==> src/hdl/ckb_pkg.sv <==
// ----------------------------------------------------------------------------
// ckb_pkg
// Shared types and constants of the chroma key soft blend unit.
// ----------------------------------------------------------------------------
`default_nettype none

package ckb_pkg;

   // YCrCb transform, 14-bit integer coefficients
   localparam int unsigned YC_SHIFT   = 14;
   localparam int unsigned YC_HALF    = 8192;
   localparam int unsigned COEF_BY    = 1868;
   localparam int unsigned COEF_GY    = 9617;
   localparam int unsigned COEF_RY    = 4899;
   localparam int unsigned COEF_CR    = 11682;
   localparam int unsigned COEF_CB    = 9241;
   localparam int unsigned CHROMA_MID = 128;

   // distance and matte formats
   localparam int unsigned DIST_FRAC  = 4;    // fractional bits of the distance
   localparam int unsigned DIST_W     = 13;   // 0..5770 with 4 fractional bits
   localparam int unsigned ALPHA_BITS = 10;   // Q0.10
   localparam int unsigned ALPHA_W    = ALPHA_BITS + 1;  // 0..1024

   // configuration port
   localparam int unsigned CSR_ADDR_W = 4;
   localparam int unsigned CSR_DATA_W = 32;
   localparam logic [8:0]  INNER_RESET = 9'd30;
   localparam logic [8:0]  OUTER_RESET = 9'd50;

   // default queue depths
   localparam int unsigned MID_DEPTH_DEF = 4;
   localparam int unsigned OUT_DEPTH_DEF = 2;

   typedef enum logic [1:0] {
      CSR_KEY_CR = 2'd0,
      CSR_KEY_CB = 2'd1,
      CSR_INNER  = 2'd2,
      CSR_OUTER  = 2'd3
   } csr_index_type;

   typedef enum logic [1:0] {
      REGION_BG    = 2'd0,
      REGION_FG    = 2'd1,
      REGION_BLEND = 2'd2
   } region_type;

   typedef struct packed {
      logic [7:0] blue;
      logic [7:0] green;
      logic [7:0] red;
   } pixel_type;

   typedef struct packed {
      pixel_type fg;
      pixel_type bg;
   } pair_type;

   typedef struct packed {
      logic [7:0] key_cr;
      logic [7:0] key_cb;
      logic [8:0] inner_threshold;
      logic [8:0] outer_threshold;
   } cfg_type;

   // classified pixel pair handed from the front to the back
   typedef struct packed {
      pair_type          pair;
      region_type        region;
      logic [DIST_W-1:0] num;   // d4 - in4
      logic [DIST_W-1:0] den;   // out4 - in4
   } matte_type;

   typedef struct packed {
      pixel_type  pix;
      region_type region;
   } result_type;

endpackage

`default_nettype wire

==> src/hdl/ckb_csr.sv <==
// ----------------------------------------------------------------------------
// ckb_csr
// APB register file holding the key chroma and the two matte thresholds.
// ----------------------------------------------------------------------------
`default_nettype none

module ckb_csr
   import ckb_pkg::*;
(
   input  wire logic                  clock,
   input  wire logic                  reset,
   input  wire logic                  psel,
   input  wire logic                  penable,
   input  wire logic                  pwrite,
   input  wire logic [CSR_ADDR_W-1:0] paddr,
   input  wire logic [CSR_DATA_W-1:0] pwdata,
   output logic      [CSR_DATA_W-1:0] prdata,
   output logic                       pready,
   output cfg_type                    cfg
);

   cfg_type       cfg_ff;
   csr_index_type index;
   logic          wr_en;

   assign pready = 1'b1;
   assign wr_en  = psel && penable && pwrite;
   assign index  = csr_index_type'(paddr[CSR_ADDR_W-1:2]);
   assign cfg    = cfg_ff;

   // register writes
   always_ff @(posedge clock) begin
      if (reset) begin
         cfg_ff.key_cr          <= '0;
         cfg_ff.key_cb          <= '0;
         cfg_ff.inner_threshold <= INNER_RESET;
         cfg_ff.outer_threshold <= OUTER_RESET;
      end else if (wr_en) begin
         unique case (index)
            CSR_KEY_CR: cfg_ff.key_cr          <= pwdata[7:0];
            CSR_KEY_CB: cfg_ff.key_cb          <= pwdata[7:0];
            CSR_INNER:  cfg_ff.inner_threshold <= pwdata[8:0];
            CSR_OUTER:  cfg_ff.outer_threshold <= pwdata[8:0];
         endcase
      end
   end

   // read mux
   always_comb begin
      unique case (index)
         CSR_KEY_CR: prdata = CSR_DATA_W'(cfg_ff.key_cr);
         CSR_KEY_CB: prdata = CSR_DATA_W'(cfg_ff.key_cb);
         CSR_INNER:  prdata = CSR_DATA_W'(cfg_ff.inner_threshold);
         CSR_OUTER:  prdata = CSR_DATA_W'(cfg_ff.outer_threshold);
      endcase
   end

endmodule

`default_nettype wire

==> config.mk <==
export PLATFORM = sky130hd
export DESIGN_NAME = ckb_csr
export DESIGN_NICKNAME = d
export VERILOG_FILES = /design/src/hdl/ckb_pkg.sv /design/src/hdl/ckb_csr.sv
export SDC_FILE = /design/constraint.sdc
export NUM_CORES = 1
export LEC_CHECK = 0
export BUFFER_PORTS_ARGS = -buffer_cell sky130_fd_sc_hd__buf_4
export CAP_MARGIN = 20
export CORE_MARGIN = 8
export CORE_UTILIZATION = 43
export CTS_CLUSTER_SIZE = 16
export DETAILED_ROUTE_END_ITERATION = 7
export PLACE_DENSITY = 0.79
export SLEW_MARGIN = 20
export SYNTH_ARGS = -nofsm -noshare
export SYNTH_HDL_FRONTEND = slang
export SYNTH_SLANG_ARGS = --single-unit
==> constraint.sdc <==
create_clock -name clock -period 1.6 [get_ports clock]
set_clock_uncertainty 0.05 [all_clocks]
set_input_delay 0.24 -clock clock [delete_from_list [all_inputs] [get_ports clock]]
set_output_delay 0.24 -clock clock [all_outputs]
set_load 0.05 [all_outputs]
Yosys cells after proc, flatten, opt, wreduce, memory -nomap -nowiden
Index checks and enable logic that the tools add are counted.
- bits in registers: 34
- latch bits: 0
- RAM bits: 0
- memory bits (read-only): 0
- output and inout bits: 67
- logic and storage cells: 15
- memories: 0
- $add $sub $neg: 0
- $mul: 0
- div/mod/pow operators: 0
- order comparisons: 0
- eq/ne operators: 3
- shift-type cells: 0
- muxes and demuxes: 1
- bitwise operators: 0
- reductions and logical operators: 7
- operators by type and width (operator ; number):
    $pmux 32 s4 ; 1
    $reduce_and 2->1 ; 4
    $eq 2x2->1 const B ; 2
    $eq 2x1->1 const B ; 1
    $logic_and 1x1->1 ; 2
    $logic_not 2->1 ; 1

Logic depth before layout (Yosys ltp)
- word-level depth: 3
- depth in mapped cells: 4
- mapped depth without buffers: 3

Worst setup path before layout
No wires, ideal clock.
- kind: register -> output
- start: reg cfg_ff, in the netlist cfg[8]
- end: out prdata[8]
- arrival: 1.488 ns
- data required time: 1.310 ns
- path slack: -0.178 ns
- cell stages (with the launch flop): 3
- cells stage by stage: dfxtp_1 -> mux2i_1 -> nor2b_1
- longest elaborated chain between the ends: 1
- ends and longest elaborated chain (element ; RTL line ; text):
    start, declared ; ckb_csr.sv:22 ; cfg_type cfg_ff;
    $pmux 32 s4 ; ckb_csr.sv:50 ; unique case (index)
    end, declared ; ckb_csr.sv:17 ; output logic [CSR_DATA_W-1:0] prdata,
Every way passes these cells. The select of a mux whose other input is x is not followed.

Worst setup path in the final report
- start: reg cfg_ff, in the netlist cfg[2]
- end: out prdata[2]
The elaborated chain is that of the path after synthesis.

==> run_summary.xml <==
<?xml version="1.0" encoding="UTF-8"?>
<metrics>
  <group name="detailed_routing">
    <metric name="num_vias" unit="">1285</metric>
    <metric name="route.detailed.vias_per_inst" unit="">4.64</metric>
    <metric name="dr.first_iter.drc_count" unit="">82</metric>
    <metric name="route.antenna.remaining_nets" unit="">0</metric>
    <metric name="routed_wirelength" unit="mm">4.18</metric>
    <metric name="drt-wirelength-per-cell" unit="microns">15.1</metric>
    <metric name="firstDrtPassIters" unit="">4</metric>
    <metric name="detail_route.drc_violations" unit="">0</metric>
  </group>
  <group name="place">
    <metric name="place_area" unit="sq um">2180</metric>
    <metric name="port-buffer-count" unit="">58</metric>
    <metric name="half_perimeter_wire_length_after_detailed_placement" unit="mm">3.17</metric>
    <metric name="dp_slack" unit="ns">0.0957</metric>
    <metric name="gp_routability_congestion" unit="">0.714</metric>
    <metric name="place_inst" unit="">269</metric>
  </group>
  <group name="cts">
    <metric name="clock_insertion_delay_worst_skew" unit="ns">0.28</metric>
    <metric name="h_tree_level_count" unit="">2</metric>
    <metric name="cts_root_buffer" unit="">sky130_fd_sc_hd__clkbuf_8</metric>
    <metric name="clock_sink_count" unit="">34</metric>
    <metric name="cts_inserted_buffers" unit="">5</metric>
    <metric name="cts.repair.resized" unit="">0</metric>
    <metric name="post_cts.repair.setup_buffers" unit="">0</metric>
    <metric name="hold_buffers" unit="">0</metric>
    <metric name="cts.clk_slew.worst_paths" unit="ns">0.07</metric>
    <metric name="tritoncts" unit="">done</metric>
    <metric name="cts.path.max_buffers" unit="">2</metric>
  </group>
  <group name="timing">
    <metric name="final_critical_path_setup_slack" unit="ns">0.0429</metric>
    <metric name="setup_total_negative_slack" unit="ns">0</metric>
    <metric name="setup_violations" unit="">0</metric>
    <metric name="report.final.hold_viol_count" unit="">0</metric>
    <metric name="drv_slew" unit="">0</metric>
    <metric name="period_share" unit="">0.973</metric>
    <metric name="rsz_0062_raised_after_global_routing" unit="">no</metric>
    <metric name="final.hold.worst_slack" unit="ns">0.181</metric>
    <metric name="fmax" unit="MHz">642</metric>
    <metric name="min_period" unit="ns">1.56</metric>
  </group>
  <group name="power">
    <metric name="p_leak" unit="nW">1.11</metric>
    <metric name="pwr-share-clk" unit="">0.339</metric>
    <metric name="cell_internal_pwr" unit="mW">1.31</metric>
    <metric name="comb_power_share" unit="">0.201</metric>
    <metric name="net-switching-power" unit="mW">0.573</metric>
    <metric name="power.share.sequential" unit="">0.460</metric>
    <metric name="pwr_density_cell" unit="nW/um^2">821</metric>
    <metric name="max-vdd-ir-drop" unit="mV">0.562</metric>
    <metric name="switching_share" unit="">0.304</metric>
  </group>
  <group name="floorplanning">
    <metric name="coreArea" unit="sq um">4030</metric>
    <metric name="die_area" unit="sq um">6550</metric>
    <metric name="start_util" unit="">0.450</metric>
    <metric name="die-height" unit="microns">81.0</metric>
    <metric name="io_pins" unit="">108</metric>
    <metric name="num_rows" unit="">23</metric>
    <metric name="die-width" unit="microns">81.0</metric>
  </group>
  <group name="critical_path">
    <metric name="worst_setup_path_end_kind" unit="">primary output</metric>
    <metric name="critical_path_peak_fanout" unit="">3</metric>
    <metric name="worstSetupStartpointType" unit="">register</metric>
    <metric name="wp_data_arrival" unit="ns">1.27</metric>
    <metric name="timing.setup.critical_path_class" unit="">register to primary output</metric>
    <metric name="worst_ep_required_time" unit="ns">1.31</metric>
  </group>
  <group name="global_routing">
    <metric name="track_usage" unit="">0.123</metric>
    <metric name="grt_pass1_vias" unit="">1262</metric>
    <metric name="initial_antenna_violation_count" unit="">0</metric>
    <metric name="grt_overflow_total" unit="">0</metric>
    <metric name="grt_first_pass_wirelength" unit="mm">6.24</metric>
    <metric name="grt_start_max_net_pins" unit="">49</metric>
  </group>
  <group name="layout">
    <metric name="design_area" unit="sq um">2290</metric>
    <metric name="max_ffs_per_register" unit="">34</metric>
    <metric name="num-nets-final" unit="">267</metric>
    <metric name="fin_cells" unit="">277</metric>
    <metric name="layout-drive-gt1-share" unit="">0.361</metric>
    <metric name="antenna-diode-count" unit="">0</metric>
    <metric name="areaGrowthSynthToFinish" unit="%">26.5</metric>
    <metric name="fill_cells" unit="">379</metric>
  </group>
  <group name="synth">
    <metric name="synth.ff_latch_count" unit="">34</metric>
    <metric name="yosysUniqueCellTypes" unit="">18</metric>
    <metric name="synth_seq_area_share" unit="">0.375</metric>
    <metric name="synth_area" unit="sq um">1810</metric>
    <metric name="syn-instance-count" unit="">170</metric>
    <metric name="synthesis.yosys.warnings" unit="">0</metric>
    <metric name="syn-mean-instance-area" unit="sq um">10.7</metric>
  </group>
  <group name="hold_path">
    <metric name="worst_hold_path_type" unit="">primary input to register</metric>
  </group>
  <group name="flow_run">
    <metric name="number_of_maximum_capacitance_violations" unit="">0</metric>
  </group>
  <group name="status">
    <metric name="run_status" unit="">finished, final reports clean</metric>
  </group>
</metrics>
-- final timing paths --
kind,endpoint,cells past startpoint,slack (ns),from
hold / removal,cfg[12],3,0.18,pwdata[3]
hold reg to reg,cfg[15],2,0.44,cfg[15]
setup / recovery,prdata[2],2,0.04,cfg[2]
setup reg to reg,cfg[13],2,0.90,cfg[13]
-- worst max-delay path, cell delays in order (launching register included) --
cell and delay, ns:
sky130_fd_sc_hd__dfxtp_1 0.33, sky130_fd_sc_hd__mux4_2 0.46, sky130_fd_sc_hd__buf_4 0.20
-- area by class of cell --
class	instances	area (sq um)	area share
clock inverter	1	5.00	0.00218
clock buffer	7	86.3	0.0376
sequential	34	681	0.297
tap	50	62.6	0.0273
timing repair buffer	61	477	0.208
multi-input combinational	124	983	0.429
-- cells in the final DEF (no fill, tap or decap) --
master	n
sky130_fd_sc_hd__clkbuf_8	6
sky130_fd_sc_hd__and3_1	2
sky130_fd_sc_hd__mux4_2	8
sky130_fd_sc_hd__nand2b_1	36
sky130_fd_sc_hd__or3_4	1
sky130_fd_sc_hd__nand3_1	1
sky130_fd_sc_hd__buf_4	56
sky130_fd_sc_hd__nand3_2	1
sky130_fd_sc_hd__nand3b_4	1
sky130_fd_sc_hd__conb_1	24
sky130_fd_sc_hd__buf_6	5
sky130_fd_sc_hd__clkbuf_1	1
sky130_fd_sc_hd__clkinv_2	1
sky130_fd_sc_hd__dfxtp_1	34
sky130_fd_sc_hd__nor2_1	12
sky130_fd_sc_hd__nor3b_2	2
sky130_fd_sc_hd__nor2b_2	1
sky130_fd_sc_hd__mux2i_1	35
-- stage by stage --
step / utilization / power (mW)
floorplan: - / 1.23
global placement: 0.542 / 1.26
detailed placement: 0.542 / 1.26
CTS: 0.565 / 1.90
global route: 0.570 / 1.97
finish: 0.570 / 1.88
-- cells in the mapped netlist --
cell type	count	area, sq um
sky130_fd_sc_hd__clkbuf_1	4	15.0
sky130_fd_sc_hd__mux2i_1	35	350
sky130_fd_sc_hd__nor3b_1	1	7.51
sky130_fd_sc_hd__nor2_1	12	45.0
sky130_fd_sc_hd__nand3_1	1	5.00
sky130_fd_sc_hd__nand3_2	1	10.0
sky130_fd_sc_hd__buf_4	25	188
sky130_fd_sc_hd__nand2b_1	36	225
sky130_fd_sc_hd__nor2b_1	1	6.26
sky130_fd_sc_hd__buf_2	3	15.0
sky130_fd_sc_hd__or3_4	1	11.3
sky130_fd_sc_hd__buf_6	2	22.5
sky130_fd_sc_hd__nand3b_4	1	20.0
sky130_fd_sc_hd__and3_1	2	12.5
sky130_fd_sc_hd__nor3b_2	1	12.5
sky130_fd_sc_hd__mux4_2	8	180
sky130_fd_sc_hd__conb_1	2	7.51
sky130_fd_sc_hd__dfxtp_1	34	681
-- power by group through the flow --
stage	logic, mW	clock network [mW]	registers [mW]
2_1_floorplan	0.304	0	0.922
3_3_place_gp	0.373	0	0.885
3_5_place_dp	0.375	0	0.885
4_1_cts	0.375	0.659	0.866
5_1_grt	0.397	0.703	0.867
6_report	0.379	0.639	0.866
-- logic make-up after synthesis --
kind of cell,Yosys count,share of synthesized area
other,2,0.00414
AND/OR/NAND/NOR,57,0.196
buffers and inverters,34,0.132
multiplexers,43,0.292
flip-flops,34,0.375
-- layer usage --
layer,track usage,routed length [microns],up-vias
met5,0,0,-
met4,0.0393,29,0
met3,0.0519,442,5
met2,0.203,1960,54
met1,0.142,1750,592
li1,-,-,634
No activity file was read; power rests on OpenSTA's default activity.
