===== config.mk =====
export PLATFORM = sky130hd
export DESIGN_NAME = ckb_back
export DESIGN_NICKNAME = d
export VERILOG_FILES = /design/src/hdl/ckb_pkg.sv /design/src/hdl/ckb_back.sv
export SDC_FILE = /design/constraint.sdc
export NUM_CORES = 2
export LEC_CHECK = 0
export CORE_MARGIN = 10
export CORE_UTILIZATION = 55
export DETAILED_ROUTE_END_ITERATION = 16
export DONT_BUFFER_PORTS = 1
export PLACE_DENSITY = 0.7
export SYNTH_ARGS = -nofsm -noshare
export SYNTH_HDL_FRONTEND = slang
export SYNTH_SLANG_ARGS = --single-unit

===== constraint.sdc =====
create_clock -name clock -period 41 [get_ports clock]
set_input_delay 6.15 -clock clock [delete_from_list [all_inputs] [get_ports clock]]
set_output_delay 6.15 -clock clock [all_outputs]
set_load 0.01 [all_outputs]

===== src/hdl/ckb_pkg.sv =====
// ----------------------------------------------------------------------------
// ckb_pkg
// Shared types and constants of the chroma key soft blend unit.
// ----------------------------------------------------------------------------
`default_nettype none

package ckb_pkg;

   // YCrCb transform, 14-bit integer coefficients
   localparam int unsigned YC_SHIFT   = 14;
   localparam int unsigned YC_HALF    = 8192;
   localparam int unsigned COEF_BY    = 1868;
   localparam int unsigned COEF_GY    = 9617;
   localparam int unsigned COEF_RY    = 4899;
   localparam int unsigned COEF_CR    = 11682;
   localparam int unsigned COEF_CB    = 9241;
   localparam int unsigned CHROMA_MID = 128;

   // distance and matte formats
   localparam int unsigned DIST_FRAC  = 4;    // fractional bits of the distance
   localparam int unsigned DIST_W     = 13;   // 0..5770 with 4 fractional bits
   localparam int unsigned ALPHA_BITS = 10;   // Q0.10
   localparam int unsigned ALPHA_W    = ALPHA_BITS + 1;  // 0..1024

   // configuration port
   localparam int unsigned CSR_ADDR_W = 4;
   localparam int unsigned CSR_DATA_W = 32;
   localparam logic [8:0]  INNER_RESET = 9'd30;
   localparam logic [8:0]  OUTER_RESET = 9'd50;

   // default queue depths
   localparam int unsigned MID_DEPTH_DEF = 4;
   localparam int unsigned OUT_DEPTH_DEF = 2;

   typedef enum logic [1:0] {
      CSR_KEY_CR = 2'd0,
      CSR_KEY_CB = 2'd1,
      CSR_INNER  = 2'd2,
      CSR_OUTER  = 2'd3
   } csr_index_type;

   typedef enum logic [1:0] {
      REGION_BG    = 2'd0,
      REGION_FG    = 2'd1,
      REGION_BLEND = 2'd2
   } region_type;

   typedef struct packed {
      logic [7:0] blue;
      logic [7:0] green;
      logic [7:0] red;
   } pixel_type;

   typedef struct packed {
      pixel_type fg;
      pixel_type bg;
   } pair_type;

   typedef struct packed {
      logic [7:0] key_cr;
      logic [7:0] key_cb;
      logic [8:0] inner_threshold;
      logic [8:0] outer_threshold;
   } cfg_type;

   // classified pixel pair handed from the front to the back
   typedef struct packed {
      pair_type          pair;
      region_type        region;
      logic [DIST_W-1:0] num;   // d4 - in4
      logic [DIST_W-1:0] den;   // out4 - in4
   } matte_type;

   typedef struct packed {
      pixel_type  pix;
      region_type region;
   } result_type;

endpackage

`default_nettype wire


===== src/hdl/ckb_back.sv =====
// ----------------------------------------------------------------------------
// ckb_back
// Back pipeline: alpha by restoring division, one quotient bit per stage,
// then the per-channel linear mix with round to nearest.
// ----------------------------------------------------------------------------
`default_nettype none

module ckb_back
   import ckb_pkg::*;
(
   input  wire logic      clock,
   input  wire logic      reset,
   input  wire logic      in_empty,
   input  wire matte_type in_item,
   output logic           in_pop,
   output logic           out_valid,
   output result_type     out_item,
   input  wire logic      out_full
);

   localparam int unsigned DIV_STEPS = ALPHA_W;
   localparam int unsigned REM_W     = DIST_W + 1;
   localparam int unsigned MIX_W     = 8 + ALPHA_BITS;

   localparam logic [ALPHA_W-1:0] ALPHA_ONE = ALPHA_W'(2 ** ALPHA_BITS);
   localparam logic [MIX_W-1:0]   MIX_HALF  = MIX_W'(2 ** (ALPHA_BITS - 1));

   logic en;

   assign en     = !(out_valid && out_full);
   assign in_pop = en && !in_empty;

   // ---- alpha = floor(num * 2^10 / den) --------------------------------
   logic               dv_ff     [DIV_STEPS];
   pair_type           dpair_ff  [DIV_STEPS];
   region_type         dreg_ff   [DIV_STEPS];
   logic [DIST_W-1:0]  dden_ff   [DIV_STEPS];
   logic [REM_W-1:0]   drem_ff   [DIV_STEPS];
   logic [ALPHA_W-1:0] dquo_ff   [DIV_STEPS];

   for (genvar k = 0; k < DIV_STEPS; k++) begin : g_div
      logic               src_v;
      pair_type           src_pair;
      region_type         src_reg;
      logic [DIST_W-1:0]  src_den;
      logic [REM_W-1:0]   rem_sh;
      logic [ALPHA_W-1:0] src_quo;
      logic               take;

      if (k == 0) begin : g_first
         // integer quotient bit: num never exceeds den in the band
         assign src_v    = !in_empty;
         assign src_pair = in_item.pair;
         assign src_reg  = in_item.region;
         assign src_den  = in_item.den;
         assign rem_sh   = {1'b0, in_item.num};
         assign src_quo  = '0;
      end else begin : g_next
         assign src_v    = dv_ff[k-1];
         assign src_pair = dpair_ff[k-1];
         assign src_reg  = dreg_ff[k-1];
         assign src_den  = dden_ff[k-1];
         assign rem_sh   = {drem_ff[k-1][REM_W-2:0], 1'b0};
         assign src_quo  = dquo_ff[k-1];
      end

      assign take = (rem_sh >= {1'b0, src_den});

      always_ff @(posedge clock) begin
         if (reset) begin
            dv_ff[k] <= 1'b0;
         end else if (en) begin
            dv_ff[k] <= src_v;
         end
         if (en) begin
            dpair_ff[k] <= src_pair;
            dreg_ff[k]  <= src_reg;
            dden_ff[k]  <= src_den;
            drem_ff[k]  <= take ? rem_sh - {1'b0, src_den} : rem_sh;
            dquo_ff[k]  <= {src_quo[ALPHA_W-2:0], take};
         end
      end
   end

   // ---- blend and select -----------------------------------------------
   logic               bv_ff;
   result_type         res_ff;
   pair_type           bpair;
   logic [ALPHA_W-1:0] alpha, inv_alpha;
   logic [MIX_W-1:0]   mix_b, mix_g, mix_r;
   pixel_type          pix;

   assign bpair     = dpair_ff[DIV_STEPS-1];
   assign alpha     = dquo_ff[DIV_STEPS-1];
   assign inv_alpha = ALPHA_ONE - alpha;

   assign mix_b = MIX_W'(bpair.bg.blue)  * MIX_W'(inv_alpha)
                + MIX_W'(bpair.fg.blue)  * MIX_W'(alpha) + MIX_HALF;
   assign mix_g = MIX_W'(bpair.bg.green) * MIX_W'(inv_alpha)
                + MIX_W'(bpair.fg.green) * MIX_W'(alpha) + MIX_HALF;
   assign mix_r = MIX_W'(bpair.bg.red)   * MIX_W'(inv_alpha)
                + MIX_W'(bpair.fg.red)   * MIX_W'(alpha) + MIX_HALF;

   always_comb begin
      unique case (dreg_ff[DIV_STEPS-1])
         REGION_BG: pix = bpair.bg;
         REGION_BLEND: begin
            pix.blue  = mix_b[MIX_W-1:ALPHA_BITS];
            pix.green = mix_g[MIX_W-1:ALPHA_BITS];
            pix.red   = mix_r[MIX_W-1:ALPHA_BITS];
         end
         default: pix = bpair.fg;
      endcase
   end

   always_ff @(posedge clock) begin
      if (reset) begin
         bv_ff <= 1'b0;
      end else if (en) begin
         bv_ff <= dv_ff[DIV_STEPS-1];
      end
      if (en) begin
         res_ff.pix    <= pix;
         res_ff.region <= dreg_ff[DIV_STEPS-1];
      end
   end

   assign out_valid = bv_ff;
   assign out_item  = res_ff;

endmodule

`default_nettype wire


======== Word-level counts from Yosys, hierarchy flattened ========
Memories as Yosys holds them, arrays and structs flattened. A register that Yosys moved wholly into a read port is not among the register bits.
Index checks and enable logic that the tools add are counted.
storage, ports and cells
  output and inout port bits .............. 28
  bits of input ports ..................... 80
  bits in writable memories ............... 979
  flip-flop bits (word level) ............. 26
  memories ................................ 6
  logic and storage cells ................. 91
memory list
  name      words  width  read ports  clocked after memory_dff  wr ports  RTL line        source
  dpair_ff  11     48     11          0                         11        ckb_back.sv:35  pair_type dpair_ff [DIV_STEPS];
  drem_ff   11     14     10          0                         11        ckb_back.sv:38  logic [REM_W-1:0] drem_ff [DIV_STEPS];
  dden_ff   11     13     10          0                         11        ckb_back.sv:37  logic [DIST_W-1:0] dden_ff [DIV_STEPS];
  dquo_ff   11     11     11          0                         11        ckb_back.sv:39  logic [ALPHA_W-1:0] dquo_ff [DIV_STEPS];
  dreg_ff   11     2      11          0                         11        ckb_back.sv:36  region_type dreg_ff [DIV_STEPS];
  dv_ff     11     1      11          1                         11        ckb_back.sv:34  logic dv_ff [DIV_STEPS];
cells by class
  multipliers ............................. 6
  bitwise operators ....................... 11
  multiplexer cells ....................... 28
  eq/ne operators ......................... 1
  add/sub/neg operators ................... 18
  reduce and logical (&&, ||, !) cells .... 6
  magnitude comparators ................... 11
operator list
  cell                                             number
  two-way mux 14 bit                               11
  >= comparator 14 x 13 -> 1 bit                   10
  subtractor 14 x 13 -> 14 bit                     10
  multiplier 8 x 11 -> 18 bit                      6
  adder 18 x 10 -> 18 bit (second input constant)  3
  adder 18 bit                                     3
  case mux 24 bit (2 select lines)                 1
  two-way mux 1 bit                                16
  subtractor 13 x 13 -> 14 bit                     1
  >= comparator 13 bit                             1
  bitwise OR 1 bit                                 11
  subtractor 11 bit (first input constant)         1
  zero test 1 bit                                  3
  equality test 2 bit (second input constant)      1
  logical AND 1 bit                                2
  zero test 2 bit                                  1

======== Longest topological paths before layout ========
An unclocked memory read counts as a cell.
  word-level depth ........................ 6
  depth in mapped cells ................... 30
  depth with buffers taken out ............ 27

======== Worst setup path before layout ========
No wires, ideal clock.
  kind .................................... input to register
  from .................................... in out_full
  to ...................................... mem dv_ff[0], enable pin
  path slack .............................. 12.933 ns
  buffers on the path ..................... 0
  library setup time ...................... 0.474 ns
  arrival time ............................ 27.593 ns
  required time ........................... 40.526 ns
  cell stages on the path ................. 2
  cells stage by stage .................... nand2_1 or2_2
RTL lines
  what         RTL line        source
  from (decl)  ckb_back.sv:18  input wire logic out_full
  to (decl)    ckb_back.sv:34

======== Worst setup path in the final report ========
  from .................................... in in_empty
  to ...................................... out in_pop
between the ends
  longest elaborated chain between the ends .. 2
ends and longest elaborated chain
  what               RTL line        source
  from (decl)        ckb_back.sv:13  input wire logic in_empty,
  zero test 1 bit    ckb_back.sv:31  assign in_pop = en && !in_empty;
  logical AND 1 bit  ckb_back.sv:31
  to (decl)          ckb_back.sv:15  output logic in_pop,
Every way passes these cells.

==> metrics <==
status=completed; syn nets=4919; WHS=0.3821 ns; # IOs=108; met3 wire length=4435 um; slew margin rel.=0.1898; cell area after synthesis=0.05245 mm2; Top delay family on crit path=compound AO/OA/AOI/OAI gates; GR Overflow Total=0; hold depth=0; DRC=0; drt total wl=92540 um; Reg2Reg Depth=25; Post-CTS Setup Inserts=0; Die X=328.8 um; Die Y=328.8 um; Critical Path RT=34.85 ns; maximum clock frequency=79.64 MHz; average size of a mapped cell=12.85 um2; register area=0.02744 mm2; Top FF cell, synth=edfxtp_1; number of max-cap violations=0; All-Layer GR Usage=0.1777; Slew Limit Fails=0; Worst Path Buf+Inv=0; # rows=113; sequential area share after synthesis=0.5231; period utilization=0.3062; ANT nets after route=0; DP Wirelength=64980 um; PostCTS Resize Cnt=0; max incr delay on CP=0.26 ns; Hold Crit Start=dpair_ff[9][2]$_DFFE_PN_; Least-Margin Pin Slew=1.215 ns; critical path type=in2out; r2r setup slk=32.72 ns; IO Port Bufs=0; highest metal used=met4; clock transition at the registers of the reported paths=0.06 ns; TritonCTS clock tree=built; initial antenna violation count=0; worst r2r src=dquo_ff[10][2]$_DFFE_PN_; Pre-antenna DRT Iters=5; Initial Util=0.5528; crit path DAT=6.41 ns; Finish-stage setup viols=0; via count=28300; area of the core=0.09487 mm2; Vias/cell=5.221; met2 wire length=47180 um; ys async rst share=0; GPL Wtd Cong=0.8426; FILL cells=7420; Detailed Route Iter0 Violations=1623; Ys Warns=0; Clock Skew=0.05615 ns; TritonCTS Buffers=90; Post-DP Area=0.05387 mm2; fin area=0.05673 mm2; Area Growth Syn to Fin=8.166%; CP max FO=2; post-synthesis cell type count=61; Fin. Hold Viols=0; Startpoint Class=input port; multi-input logic area=0.02173 mm2; CP Cell Sequence=a21oi_1; Setup crit end kind=output port; vias in the first global route=29620; diode count=0; share of layout cells above drive strength 1=0.05679; commonest non-fill, non-tap cell in the layout=edfxtp_1; Mapped Cells=4083; number of synthesized flops with an enable pin=913; RSZ-0062 raised after global routing=no; commonest cells after routing, fill and taps aside=913 x edfxtp_1, 752 x inv_1, 412 x fa_1, 344 x ha_1, 326 x and2_1; nets=4920; Clk Tree Root Cell=clkbuf_16; reg2reg end=out_item[17]$_DFFE_PN_; Die ar.=0.1081 mm2; global-route wire length before repair=154300 um; pin count of the biggest net entering global routing=202; CTS Sinks=914; Routed WL per cell=17.07 um; Yosys reg bits=914; Worst Setup SP=in_empty; Hold Crit Class=reg2reg; Clk Latency, worst-skew pair=0.67 ns; min Tclk post-route=12.56 ns; hold endpoint=dpair_ff[10][2]$_DFFE_PN_; Final TNS setup=0 ns; slowest CP cell=a21oi_1; H-Tree Depth=3; Hold Buf Count CTS=0; met1 wire length=38300 um; clock buffer depth=3
==> cells in the mapped netlist, types with 5 or more instances <==
master | n | share of area
o31ai_1 | 13 | 0.0019
nand2_1 | 289 | 0.021
nand2b_1 | 18 | 0.0021
nor2_1 | 141 | 0.010
clkbuf_1 | 118 | 0.0084
ha_1 | 344 | 0.082
nand4_1 | 25 | 0.0030
a221oi_1 | 5 | 0.00083
a31oi_1 | 8 | 0.00095
edfxtp_1 | 913 | 0.52
and3_1 | 9 | 0.0011
nor2b_1 | 26 | 0.0031
a211oi_1 | 14 | 0.0020
mux2_2 | 50 | 0.011
nand3_1 | 32 | 0.0031
fa_1 | 412 | 0.16
nor3b_1 | 7 | 0.0010
a21oi_1 | 121 | 0.012
xnor2_1 | 91 | 0.015
a21o_1 | 25 | 0.0036
o41ai_1 | 10 | 0.0017
a21boi_0 | 13 | 0.0019
nor3_1 | 47 | 0.0045
and4_1 | 5 | 0.00083
or4_1 | 5 | 0.00072
and2_1 | 326 | 0.039
mux2i_1 | 17 | 0.0032
o21ai_0 | 98 | 0.0094
o211ai_1 | 7 | 0.0010
o21bai_1 | 10 | 0.0014
xor2_1 | 54 | 0.0090
o21a_1 | 18 | 0.0026
or2_2 | 7 | 0.00083
or3_1 | 8 | 0.00095
inv_1 | 752 | 0.054
==> cell type report <==
class	instances	share of cell area
sequential	914	0.4836
multi-input combinational	2292	0.3831
inverter	752	0.04976
clock buffer	113	0.04160
tap	1265	0.02790
clock inverter	51	0.008844
timing repair buffer	34	0.005161
==> through the flow <==
stage	setup WS (ns)	std cells	util
final	28.44	5421	0.5980
after floorplan	12.93	4083	-
after global routing	28.42	5421	0.5980
after global placement	28.42	5257	0.5678
after CTS	28.43	5421	0.5980
after detailed placement	28.43	5257	0.5678
==> flip-flops by register name (all words and copies together), names as in the netlist <==
signal and flops:
dpair_ff 528, dden_ff 130, drem_ff 130, dquo_ff 66
out_item 26, dreg_ff 22, dv_ff 11, out_valid 1
==> routing by layer <==
layer | vias up | track usage
met5 | - | 0
met4 | 0 | 0.05609
met3 | 157 | 0.03256
met2 | 508 | 0.3082
met1 | 14130 | 0.2244
li1 | 13500 | -
==> worst max-delay path by stage <==
stage | to | slack (ns) | depth (start not counted)
6_report | in_pop | 28.44 | 1
5_1_grt | in_pop | 28.42 | 1
4_1_cts | in_pop | 28.43 | 1
3_5_place_dp | in_pop | 28.43 | 1
3_3_place_gp | in_pop | 28.42 | 1
2_1_floorplan | dv_ff[0]$_DFFE_PP_ | 12.93 | 2
==> cell families (layout without fill, tap and decap cells) <==
group,count (synthesis),count (layout),share of synthesized area
adders and majority gates,756,756,0.2393
AOI/OAI and AO/OA,366,366,0.04294
and+or+nand+nor,956,956,0.09251
muxes,67,67,0.01398
xor gates and xnor gates,147,147,0.02505
buffers and inverters,877,950,0.06308
DFF,914,914,0.5231
==> worst reg2reg max path, cell delays in order (launching register included) <==
cell and delay (ns):
edfxtp_1 0.36, buf_4 0.27, or3_4 0.44, or3b_4 0.42
xor2_1 0.72, buf_4 0.40, nand2_1 0.12, fa_1 0.53
fa_1 0.51, fa_1 0.51, inv_1 0.05, fa_1 0.49
fa_1 0.50, inv_1 0.05, fa_1 0.48, inv_1 0.05
ha_1 0.29, o21ai_0 0.09, o21bai_1 0.14, a21oi_1 0.08
nor2_1 0.29, a211oi_1 0.13, nor3_1 0.62, a31oi_1 0.20
xnor2_1 0.20, o21ai_0 0.09
Power is left out: the tool's default activity adds up to more than one toggle a clock period on the data nets, which glitch-free logic cannot reach.
