`src/hdl/ckb_pkg.sv`:
```
// ----------------------------------------------------------------------------
// ckb_pkg
// Shared types and constants of the chroma key soft blend unit.
// ----------------------------------------------------------------------------
`default_nettype none

package ckb_pkg;

   // YCrCb transform, 14-bit integer coefficients
   localparam int unsigned YC_SHIFT   = 14;
   localparam int unsigned YC_HALF    = 8192;
   localparam int unsigned COEF_BY    = 1868;
   localparam int unsigned COEF_GY    = 9617;
   localparam int unsigned COEF_RY    = 4899;
   localparam int unsigned COEF_CR    = 11682;
   localparam int unsigned COEF_CB    = 9241;
   localparam int unsigned CHROMA_MID = 128;

   // distance and matte formats
   localparam int unsigned DIST_FRAC  = 4;    // fractional bits of the distance
   localparam int unsigned DIST_W     = 13;   // 0..5770 with 4 fractional bits
   localparam int unsigned ALPHA_BITS = 10;   // Q0.10
   localparam int unsigned ALPHA_W    = ALPHA_BITS + 1;  // 0..1024

   // configuration port
   localparam int unsigned CSR_ADDR_W = 4;
   localparam int unsigned CSR_DATA_W = 32;
   localparam logic [8:0]  INNER_RESET = 9'd30;
   localparam logic [8:0]  OUTER_RESET = 9'd50;

   // default queue depths
   localparam int unsigned MID_DEPTH_DEF = 4;
   localparam int unsigned OUT_DEPTH_DEF = 2;

   typedef enum logic [1:0] {
      CSR_KEY_CR = 2'd0,
      CSR_KEY_CB = 2'd1,
      CSR_INNER  = 2'd2,
      CSR_OUTER  = 2'd3
   } csr_index_type;

   typedef enum logic [1:0] {
      REGION_BG    = 2'd0,
      REGION_FG    = 2'd1,
      REGION_BLEND = 2'd2
   } region_type;

   typedef struct packed {
      logic [7:0] blue;
      logic [7:0] green;
      logic [7:0] red;
   } pixel_type;

   typedef struct packed {
      pixel_type fg;
      pixel_type bg;
   } pair_type;

   typedef struct packed {
      logic [7:0] key_cr;
      logic [7:0] key_cb;
      logic [8:0] inner_threshold;
      logic [8:0] outer_threshold;
   } cfg_type;

   // classified pixel pair handed from the front to the back
   typedef struct packed {
      pair_type          pair;
      region_type        region;
      logic [DIST_W-1:0] num;   // d4 - in4
      logic [DIST_W-1:0] den;   // out4 - in4
   } matte_type;

   typedef struct packed {
      pixel_type  pix;
      region_type region;
   } result_type;

endpackage

`default_nettype wire

```
`src/hdl/ckb_front.sv`:
```
// ----------------------------------------------------------------------------
// ckb_front
// Front pipeline: YCrCb chroma, key distance, square root and region
// classification. All stages advance together unless the output stalls.
// ----------------------------------------------------------------------------
`default_nettype none

module ckb_front
   import ckb_pkg::*;
(
   input  wire logic     clock,
   input  wire logic     reset,
   input  wire cfg_type  cfg,
   input  wire logic     in_valid,
   input  wire pair_type in_pair,
   output logic          in_ready,
   output logic          out_valid,
   output matte_type     out_item,
   input  wire logic     out_full
);

   localparam int unsigned SQRT_STEPS = DIST_W;
   localparam int unsigned RAD_W      = 2 * SQRT_STEPS;
   localparam int unsigned REM_W      = DIST_W + 3;
   localparam int unsigned SUM_W      = 17;
   localparam int unsigned YSUM_W     = 22;
   localparam int unsigned ACC_W      = 24;

   localparam logic [YSUM_W-1:0] C_BY   = YSUM_W'(COEF_BY);
   localparam logic [YSUM_W-1:0] C_GY   = YSUM_W'(COEF_GY);
   localparam logic [YSUM_W-1:0] C_RY   = YSUM_W'(COEF_RY);
   localparam logic [YSUM_W-1:0] C_HALF = YSUM_W'(YC_HALF);
   localparam logic signed [ACC_W-1:0] C_CR   = ACC_W'(COEF_CR);
   localparam logic signed [ACC_W-1:0] C_CB   = ACC_W'(COEF_CB);
   localparam logic signed [ACC_W-1:0] C_BIAS = ACC_W'(CHROMA_MID * (2 ** YC_SHIFT) + YC_HALF);

   // floor by 2^14 and clamp to 0..255
   function automatic logic [7:0] clamp_chroma(input logic signed [ACC_W-1:0] acc);
      logic [ACC_W-YC_SHIFT-1:0] q;
      q = acc[ACC_W-1:YC_SHIFT];
      if (acc[ACC_W-1]) begin
         return 8'd0;
      end else if (q > (ACC_W-YC_SHIFT)'(255)) begin
         return 8'd255;
      end else begin
         return q[7:0];
      end
   endfunction

   logic en;

   assign en        = !(out_valid && out_full);
   assign in_ready  = en;

   // ---- stage 1: luma --------------------------------------------------
   logic              v1_ff;
   pair_type          pair1_ff;
   logic [7:0]        y1_ff;
   logic [YSUM_W-1:0] ysum;

   assign ysum = C_BY * YSUM_W'(in_pair.fg.blue) + C_GY * YSUM_W'(in_pair.fg.green)
               + C_RY * YSUM_W'(in_pair.fg.red) + C_HALF;

   always_ff @(posedge clock) begin
      if (reset) begin
         v1_ff <= 1'b0;
      end else if (en) begin
         v1_ff <= in_valid;
      end
      if (en) begin
         pair1_ff <= in_pair;
         y1_ff    <= ysum[YSUM_W-1:YC_SHIFT];
      end
   end

   // ---- stage 2: Cr and Cb ---------------------------------------------
   logic                    v2_ff;
   pair_type                pair2_ff;
   logic [7:0]              cr2_ff, cb2_ff;
   logic signed [8:0]       dr, db;
   logic signed [ACC_W-1:0] acc_cr, acc_cb;

   assign dr     = $signed({1'b0, pair1_ff.fg.red})  - $signed({1'b0, y1_ff});
   assign db     = $signed({1'b0, pair1_ff.fg.blue}) - $signed({1'b0, y1_ff});
   assign acc_cr = ACC_W'(dr) * C_CR + C_BIAS;
   assign acc_cb = ACC_W'(db) * C_CB + C_BIAS;

   always_ff @(posedge clock) begin
      if (reset) begin
         v2_ff <= 1'b0;
      end else if (en) begin
         v2_ff <= v1_ff;
      end
      if (en) begin
         pair2_ff <= pair1_ff;
         cr2_ff   <= clamp_chroma(acc_cr);
         cb2_ff   <= clamp_chroma(acc_cb);
      end
   end

   // ---- stage 3: squared chroma distance -------------------------------
   logic               v3_ff;
   pair_type           pair3_ff;
   logic [SUM_W-1:0]   sq3_ff;
   logic signed [8:0]  dcr, dcb;
   logic signed [17:0] pcr, pcb;

   assign dcr = $signed({1'b0, cr2_ff}) - $signed({1'b0, cfg.key_cr});
   assign dcb = $signed({1'b0, cb2_ff}) - $signed({1'b0, cfg.key_cb});
   assign pcr = dcr * dcr;
   assign pcb = dcb * dcb;

   always_ff @(posedge clock) begin
      if (reset) begin
         v3_ff <= 1'b0;
      end else if (en) begin
         v3_ff <= v2_ff;
      end
      if (en) begin
         pair3_ff <= pair2_ff;
         sq3_ff   <= {1'b0, pcr[15:0]} + {1'b0, pcb[15:0]};
      end
   end

   // ---- square root, one result bit per stage --------------------------
   logic              sv_ff    [SQRT_STEPS];
   pair_type          spair_ff [SQRT_STEPS];
   logic [RAD_W-1:0]  srad_ff  [SQRT_STEPS];
   logic [REM_W-1:0]  srem_ff  [SQRT_STEPS];
   logic [DIST_W-1:0] sroot_ff [SQRT_STEPS];

   for (genvar k = 0; k < SQRT_STEPS; k++) begin : g_sqrt
      logic              src_v;
      pair_type          src_pair;
      logic [RAD_W-1:0]  src_rad;
      logic [REM_W-1:0]  src_rem;
      logic [DIST_W-1:0] src_root;
      logic [REM_W-1:0]  rem_sh, test;
      logic              take;

      if (k == 0) begin : g_first
         // radicand is the squared distance scaled by 2^(2*DIST_FRAC)
         assign src_v    = v3_ff;
         assign src_pair = pair3_ff;
         assign src_rad  = RAD_W'({sq3_ff, {(2 * DIST_FRAC){1'b0}}});
         assign src_rem  = '0;
         assign src_root = '0;
      end else begin : g_next
         assign src_v    = sv_ff[k-1];
         assign src_pair = spair_ff[k-1];
         assign src_rad  = srad_ff[k-1];
         assign src_rem  = srem_ff[k-1];
         assign src_root = sroot_ff[k-1];
      end

      assign rem_sh = {src_rem[REM_W-3:0], src_rad[RAD_W-1 -: 2]};
      assign test   = REM_W'({src_root, 2'b01});
      assign take   = (rem_sh >= test);

      always_ff @(posedge clock) begin
         if (reset) begin
            sv_ff[k] <= 1'b0;
         end else if (en) begin
            sv_ff[k] <= src_v;
         end
         if (en) begin
            spair_ff[k] <= src_pair;
            srad_ff[k]  <= {src_rad[RAD_W-3:0], 2'b00};
            srem_ff[k]  <= take ? rem_sh - test : rem_sh;
            sroot_ff[k] <= {src_root[DIST_W-2:0], take};
         end
      end
   end

   // ---- classify against the thresholds --------------------------------
   logic              vc_ff;
   matte_type         item_ff;
   logic [DIST_W-1:0] d4, in4, out4;
   region_type        region;

   assign d4   = sroot_ff[SQRT_STEPS-1];
   assign in4  = {cfg.inner_threshold, DIST_FRAC'(0)};
   assign out4 = {cfg.outer_threshold, DIST_FRAC'(0)};

   always_comb begin
      priority if (d4 < in4) begin
         region = REGION_BG;
      end else if (d4 > out4 || cfg.outer_threshold <= cfg.inner_threshold) begin
         region = REGION_FG;
      end else begin
         region = REGION_BLEND;
      end
   end

   always_ff @(posedge clock) begin
      if (reset) begin
         vc_ff <= 1'b0;
      end else if (en) begin
         vc_ff <= sv_ff[SQRT_STEPS-1];
      end
      if (en) begin
         item_ff.pair   <= spair_ff[SQRT_STEPS-1];
         item_ff.region <= region;
         item_ff.num    <= d4 - in4;
         item_ff.den    <= out4 - in4;
      end
   end

   assign out_valid = vc_ff;
   assign out_item  = item_ff;

endmodule

`default_nettype wire

```
`config.mk`:
```
export PLATFORM = sky130hd
export DESIGN_NAME = ckb_front
export DESIGN_NICKNAME = d
export VERILOG_FILES = /design/src/hdl/ckb_pkg.sv /design/src/hdl/ckb_front.sv
export SDC_FILE = /design/constraint.sdc
export NUM_CORES = 2
export LEC_CHECK = 0
export ABC_CLOCK_PERIOD_IN_PS = 53900
export BUFFER_PORTS_ARGS = -buffer_cell sky130_fd_sc_hd__buf_2
export CAP_MARGIN = 5
export CORE_ASPECT_RATIO = 0.8
export CORE_MARGIN = 2
export CORE_UTILIZATION = 44
export DETAILED_ROUTE_END_ITERATION = 10
export GPL_ROUTABILITY_DRIVEN = 0
export GPL_TIMING_DRIVEN = 0
export MAX_ROUTING_LAYER = met4
export PLACE_DENSITY_LB_ADDON = 0.25
export SLEW_MARGIN = 20
export SYNTH_ARGS = -nofsm -noshare
export SYNTH_HDL_FRONTEND = slang
export SYNTH_SLANG_ARGS = --single-unit
```
`constraint.sdc`:
```
create_clock -name clock -period 53.9 [get_ports clock]
set_input_delay 8.085 -clock clock [delete_from_list [all_inputs] [get_ports clock]]
set_output_delay 8.085 -clock clock [all_outputs]
set_load 0.01 [all_outputs]
```
# Yosys cells after proc, flatten, opt, wreduce, memory -nomap -nowiden
# Memory sizes are Yosys's and may differ from the RTL's. A register that Yosys moved wholly into a read port is not among the register bits.
# Cells that the tools add are included.
totals:
  ff_bits: 216
  ramBits: 1326
  in_bits: 86
  n_memories: 5
classes:
  add_sub_neg: 25
  n_mul: 7
  n_lt_le_gt_ge: 18
  muxes: 34
  bitwise_logic: 13
  n_reduce_logical: 5
memory_table:
  columns: ["name", "depth", "word_bits", "read_ports", "rd_ports_with_merged_regs", "wr", "line_no", "text"]
  rows:
  - ["spair_ff", 13, 48, 13, 1, 13, "ckb_front.sv:127", "pair_type spair_ff [SQRT_STEPS];"]
  - ["srad_ff", 13, 24, 12, 0, 13, "ckb_front.sv:128", "logic [RAD_W-1:0] srad_ff [SQRT_STEPS];"]
  - ["srem_ff", 13, 16, 12, 0, 13, "ckb_front.sv:129", "logic [REM_W-1:0] srem_ff [SQRT_STEPS];"]
  - ["sroot_ff", 13, 13, 13, 0, 13, "ckb_front.sv:130", "logic [DIST_W-1:0] sroot_ff [SQRT_STEPS];"]
  - ["sv_ff", 13, 1, 13, 1, 13, "ckb_front.sv:126", "logic sv_ff [SQRT_STEPS];"]
op_table:
  columns: ["op", "n"]
  rows:
  - ["2-to-1 mux 16 bit", 13]
  - [">= comparator 16 x 15 -> 1 bit", 12]
  - ["subtractor 16 x 15 -> 16 bit", 12]
  - ["adder 24 x 23 -> 24 bit (second input constant)", 2]
  - ["subtractor 8 x 8 -> 9 bit", 4]
  - ["multiplier 9 x 9 -> 16 bit", 2]
  - ["subtractor 13 bit", 2]
  - ["multiplier 9 x 15 -> 24 bit (second input constant)", 1]
  - ["multiplier 9 x 14 -> 23 bit (second input constant)", 1]
  - ["adder 19 x 22 -> 22 bit", 1]
  - ["adder 22 x 14 -> 22 bit (second input constant)", 1]
  - ["adder 22 x 21 -> 22 bit", 1]
  - ["multiplier 14 x 8 -> 22 bit (first input constant)", 1]
  - ["multiplier 13 x 8 -> 21 bit (first input constant)", 1]
  - ["> comparator 10 x 8 -> 1 bit (second input constant)", 2]
  - ["2-to-1 mux 1 bit", 18]
  - ["adder 16 x 16 -> 17 bit", 1]
  - ["multiplier 9 x 8 -> 17 bit (first input constant)", 1]
  - ["2-to-1 mux 8 bit", 2]
  - ["> comparator 13 bit", 1]
  - ["less-than comparator 13 bit", 1]
  - ["OR 1 bit", 13]
  - ["<= comparator 9 bit", 1]
  - ["logical NOT 1 bit", 3]
  - ["other kinds (5)", 5]

# Logic depth before layout (Yosys ltp)
logic_depth:
  ltp_word: 5
  mapped_depth: 37
  depth_no_buf: 37

# Worst setup path after synthesis
# No wires, ideal clock.
synth_path:
  path_kind: "input to output"
  startpoint: "input out_full"
  endpoint: "output in_ready"
  arrival_ps: 33182
  required_time_ps: 45815
  path_slack_ps: 12633
  stages: 1
  path_buffers: 0
  cell_sequence: "nand2_1"
synth_between:
  elab_chain_len: 2
synth_rtl:
  columns: ["element", "line_no", "text"]
  rows:
  - ["start: declaration", "ckb_front.sv:19", "input wire logic out_full"]
  - ["logical AND 1 bit", "ckb_front.sv:52", "assign en = !(out_valid && out_full);"]
  - ["logical NOT 1 bit", "ckb_front.sv:52", null]
  - ["end: declaration", "ckb_front.sv:16", "output logic in_ready,"]
# Every way passes these cells.

# Worst setup path after layout
# Same ends and word-level chain as after synthesis.

==> impl_metrics.tcl <==
set metrics [dict create \
    synth_seq_area_share_pct 62.7 \
    grt_remaining_overflow 0 \
    critical_path.top_delay_family "buffers and inverters" \
    dr.pass1.iters 7 \
    fin_crit_sh_pct 32.2 \
    dieWidth_um 409 \
    use_met2_pct 20.5 \
    drt_iter0_markers 1529 \
    numCtsBuffers 115 \
    synthAdderAreaFrac_pct 19.3 \
    die_h_um 328 \
    start_kind "input port" \
    grt_pass1_wl_um 142000 \
    io_buffer_count 159 \
    dieArea_um2 134000 \
    avgSynthCellArea_um2 14.9 \
    initial_utilization_pct 44.5 \
    dp_hpwl_um 62300 \
    drive_above_1_share_pct 9.66 \
    detail_route.wirelength_um 85200 \
    grt_pass1_vias 28200 \
    path_cells "buf_2, nand2_4, buf_16, buf_16, buf_2" \
    netlist-cell-type-count 86 \
    slew_headroom_pct 32.0 \
    num_antenna_cells 0 \
    htree_levels 3 \
    drcViolationCount 0 \
    nets 5024 \
    hold_viol 0 \
    hp-class "reg2reg" \
    place_ws_ns 36.54 \
    slowest_stage "buf_16" \
    cts_root_buffer "clkbuf_16" \
    rsz0062_at_grt "false" \
    post_drt_via_cell_ratio 4.68 \
    fmax_mhz 57.7 \
    io_pins 164 \
    cp_num_buf_inv 4 \
    slowest_delay_ns 0.29 \
    critPathArrivalTime_ns 9.25 \
    hold_ws_ns 0.374 \
    clockBufferDepth 3 \
    maxCapViolCount 0 \
    gr-usage-met3_pct 2.58 \
    finalSetupViolations 0 \
    syn_inst 3883 \
    synthMuxAreaShare_pct 0.284 \
    vias 28200 \
    cp.required_ns 45.82 \
    synth_compound_gate_area_share_pct 4.95 \
    synth-simple-area-share_pct 5.08 \
    path_clk_slew_ns 0.06 \
    criticalPathCategory "in2out" \
    status "finished, final reports clean" \
    crit_fanout 52 \
    async_flop_share_pct 0 \
    post-cts-setup-buffer-count 0 \
    syn_area_um2 57800 \
    clk_latency_ns 0.74 \
    met1_usage_pct 18.5 \
    cts_hold_buf 0 \
    busiest_layer "met2" \
    utilization_pct 50.3 \
    fin_ws_ns 36.57 \
    cts_tree "done" \
    clock_skew_ns 0.0797 \
    period_minus_slack_ns 17.33 \
    track_usage_pct 13.4 \
    wl_per_cell_um 14.1 \
    grt_antenna_before_repair 3 \
    critPathCaptureType "output port" \
    core-area_um2 130000 \
    row_count 118 \
    clkSinkCount 1209 \
    synth_edf_count 1205 \
    yosysWarnings 0 \
    synth_top_family_by_area "adder cells" \
    grt_max_degree 63 \
    cts_resized 0 \
    drtAntennaViolNets 0 \
    area_growth_pct 13.1 \
    synth-seq-cells 1209 \
    final_max_slew_viol_count 0 \
    synth_xor_area_share_pct 3.27 \
    max_slew.worst_pin.slew_ns 1.01 \
    synth_ff_type "edfxtp_1" \
]
==> area by class of cell <==
type	count	area, um2
Buffer	32	176
Clock buffer	130	2930
Clock inverter	86	1030
Fill cell	10900	64600
Inverter	619	2320
Multi-Input combinational cell	2027	19100
Sequential cell	1209	36300
Tap cell	1740	2180
Timing Repair Buffer	182	1390
==> per-stage QoR <==
step,cell area [um2],std cells,setup TNS [ns]
after floorplan,57800,3887,0
after global placement,60800,5786,-0.836
after detailed placement,61400,5809,0
after CTS,65400,6025,0
after global routing,65400,6025,0
final,65400,6025,0
==> registers in the layout, summed over array words and instances (netlist names) <==
name	cells
srem_ff	148
v2_ff	1
out_valid	1
v1_ff	1
cr2_ff	8
sroot_ff	91
pair1_ff	48
out_item	72
srad_ff	72
y1_ff	8
cb2_ff	8
g_sqrt.src_pair	48
spair_ff	624
sv_ff	13
g_sqrt.src_v	1
pair2_ff	48
sq3_ff	17
==> cell usage after synthesis (3+ instances only) <==
cell / n / area, um2
nor2b_1: 30 / 188
nand3b_1: 5 / 37.5
o211ai_1: 4 / 30.0
nor2_1: 180 / 676
edfxtp_1: 1205 / 36200
mux2_2: 11 / 124
dfxtp_1: 4 / 80.1
nand2_1: 145 / 544
clkbuf_1: 23 / 86.3
a21o_1: 54 / 405
mux2i_1: 4 / 40.0
nand4_1: 11 / 68.8
fa_1: 236 / 4720
inv_1: 617 / 2320
nand3_1: 19 / 95.1
nor3b_1: 12 / 90.1
o21a_1: 44 / 330
a21boi_0: 17 / 128
or2_2: 13 / 81.3
ha_1: 516 / 6460
buf_4: 5 / 37.5
o21bai_1: 28 / 210
a21oi_1: 134 / 671
or4_1: 11 / 82.6
o21ai_0: 100 / 500
nor3_1: 46 / 230
a211oi_1: 7 / 52.6
nor4_1: 12 / 75.1
a31o_2: 3 / 26.3
nand4b_1: 7 / 61.3
o41ai_1: 3 / 26.3
a31oi_1: 5 / 31.3
nand2b_1: 38 / 238
xor2_1: 87 / 762
and2_1: 23 / 144
a2111oi_0: 3 / 26.3
or3_1: 7 / 43.8
xnor2_1: 129 / 1130
o31ai_1: 21 / 158
and3_1: 9 / 56.3
==> layer usage <==
layer / share of wire (%) / vias up / wire length [um]
met5: 0 / - / 0
met2: 46 / 337 / 39000
li1: - / 14300 / -
met1: 49 / 13400 / 41400
met4: 1.9 / 0 / 1630
met3: 3.7 / 130 / 3120
==> placed cells by master (no fill, tap or decap), drive strengths merged, types with 8 or more instances in the layout <==
cell | Yosys | layout
or4 | 12 | 12
a21o | 55 | 55
nor3 | 46 | 46
clkinvlp | 0 | 10
xor2 | 87 | 87
nor2b | 30 | 30
clkbuf | 25 | 155
buf | 7 | 189
nor4 | 16 | 16
bufinv | 0 | 17
o21ai | 101 | 101
fa | 236 | 236
inv | 618 | 622
nand2b | 38 | 38
nand4 | 11 | 11
and3 | 10 | 10
or3 | 9 | 9
a21boi | 17 | 17
ha | 516 | 516
xnor2 | 129 | 129
nand2 | 145 | 145
nand4b | 8 | 8
edfxtp | 1205 | 1205
nor3b | 12 | 12
a21oi | 134 | 134
or2 | 14 | 14
o21a | 44 | 44
mux2 | 11 | 11
nand3 | 19 | 19
nor2 | 180 | 180
o31ai | 22 | 22
and2 | 23 | 23
a211oi | 9 | 9
clkinv | 1 | 56
o21bai | 28 | 28
==> kinds of logic (layout without fill, tap and decap cells) <==
logic type / after synthesis / in the layout
multiplexers: 15 / 15
AND/OR/NAND/NOR: 589 / 589
flip-flops: 1209 / 1209
adder cells (fa/ha/maj): 752 / 752
buffers and inverters: 651 / 1049
other: 1 / 5
AO/OA/AOI/OAI: 450 / 450
XOR/XNOR: 216 / 216
==> worst paths after layout <==
check / slack [ns] / to / depth (start not counted) / from
worst max-delay path: 36.57 / in_ready / 5 / out_full
worst min-delay path: 0.37 / spair_ff[2][46] / 0 / spair_ff[1][46]
worst max register to register: 45.26 / sq3_ff[15] / 35 / cr2_ff[0]
worst min register to register: 0.37 / spair_ff[2][46] / 0 / spair_ff[1][46]
Power is left out: the tool's default activity adds up to more than one toggle a clock period on the data nets, which glitch-free logic cannot reach.
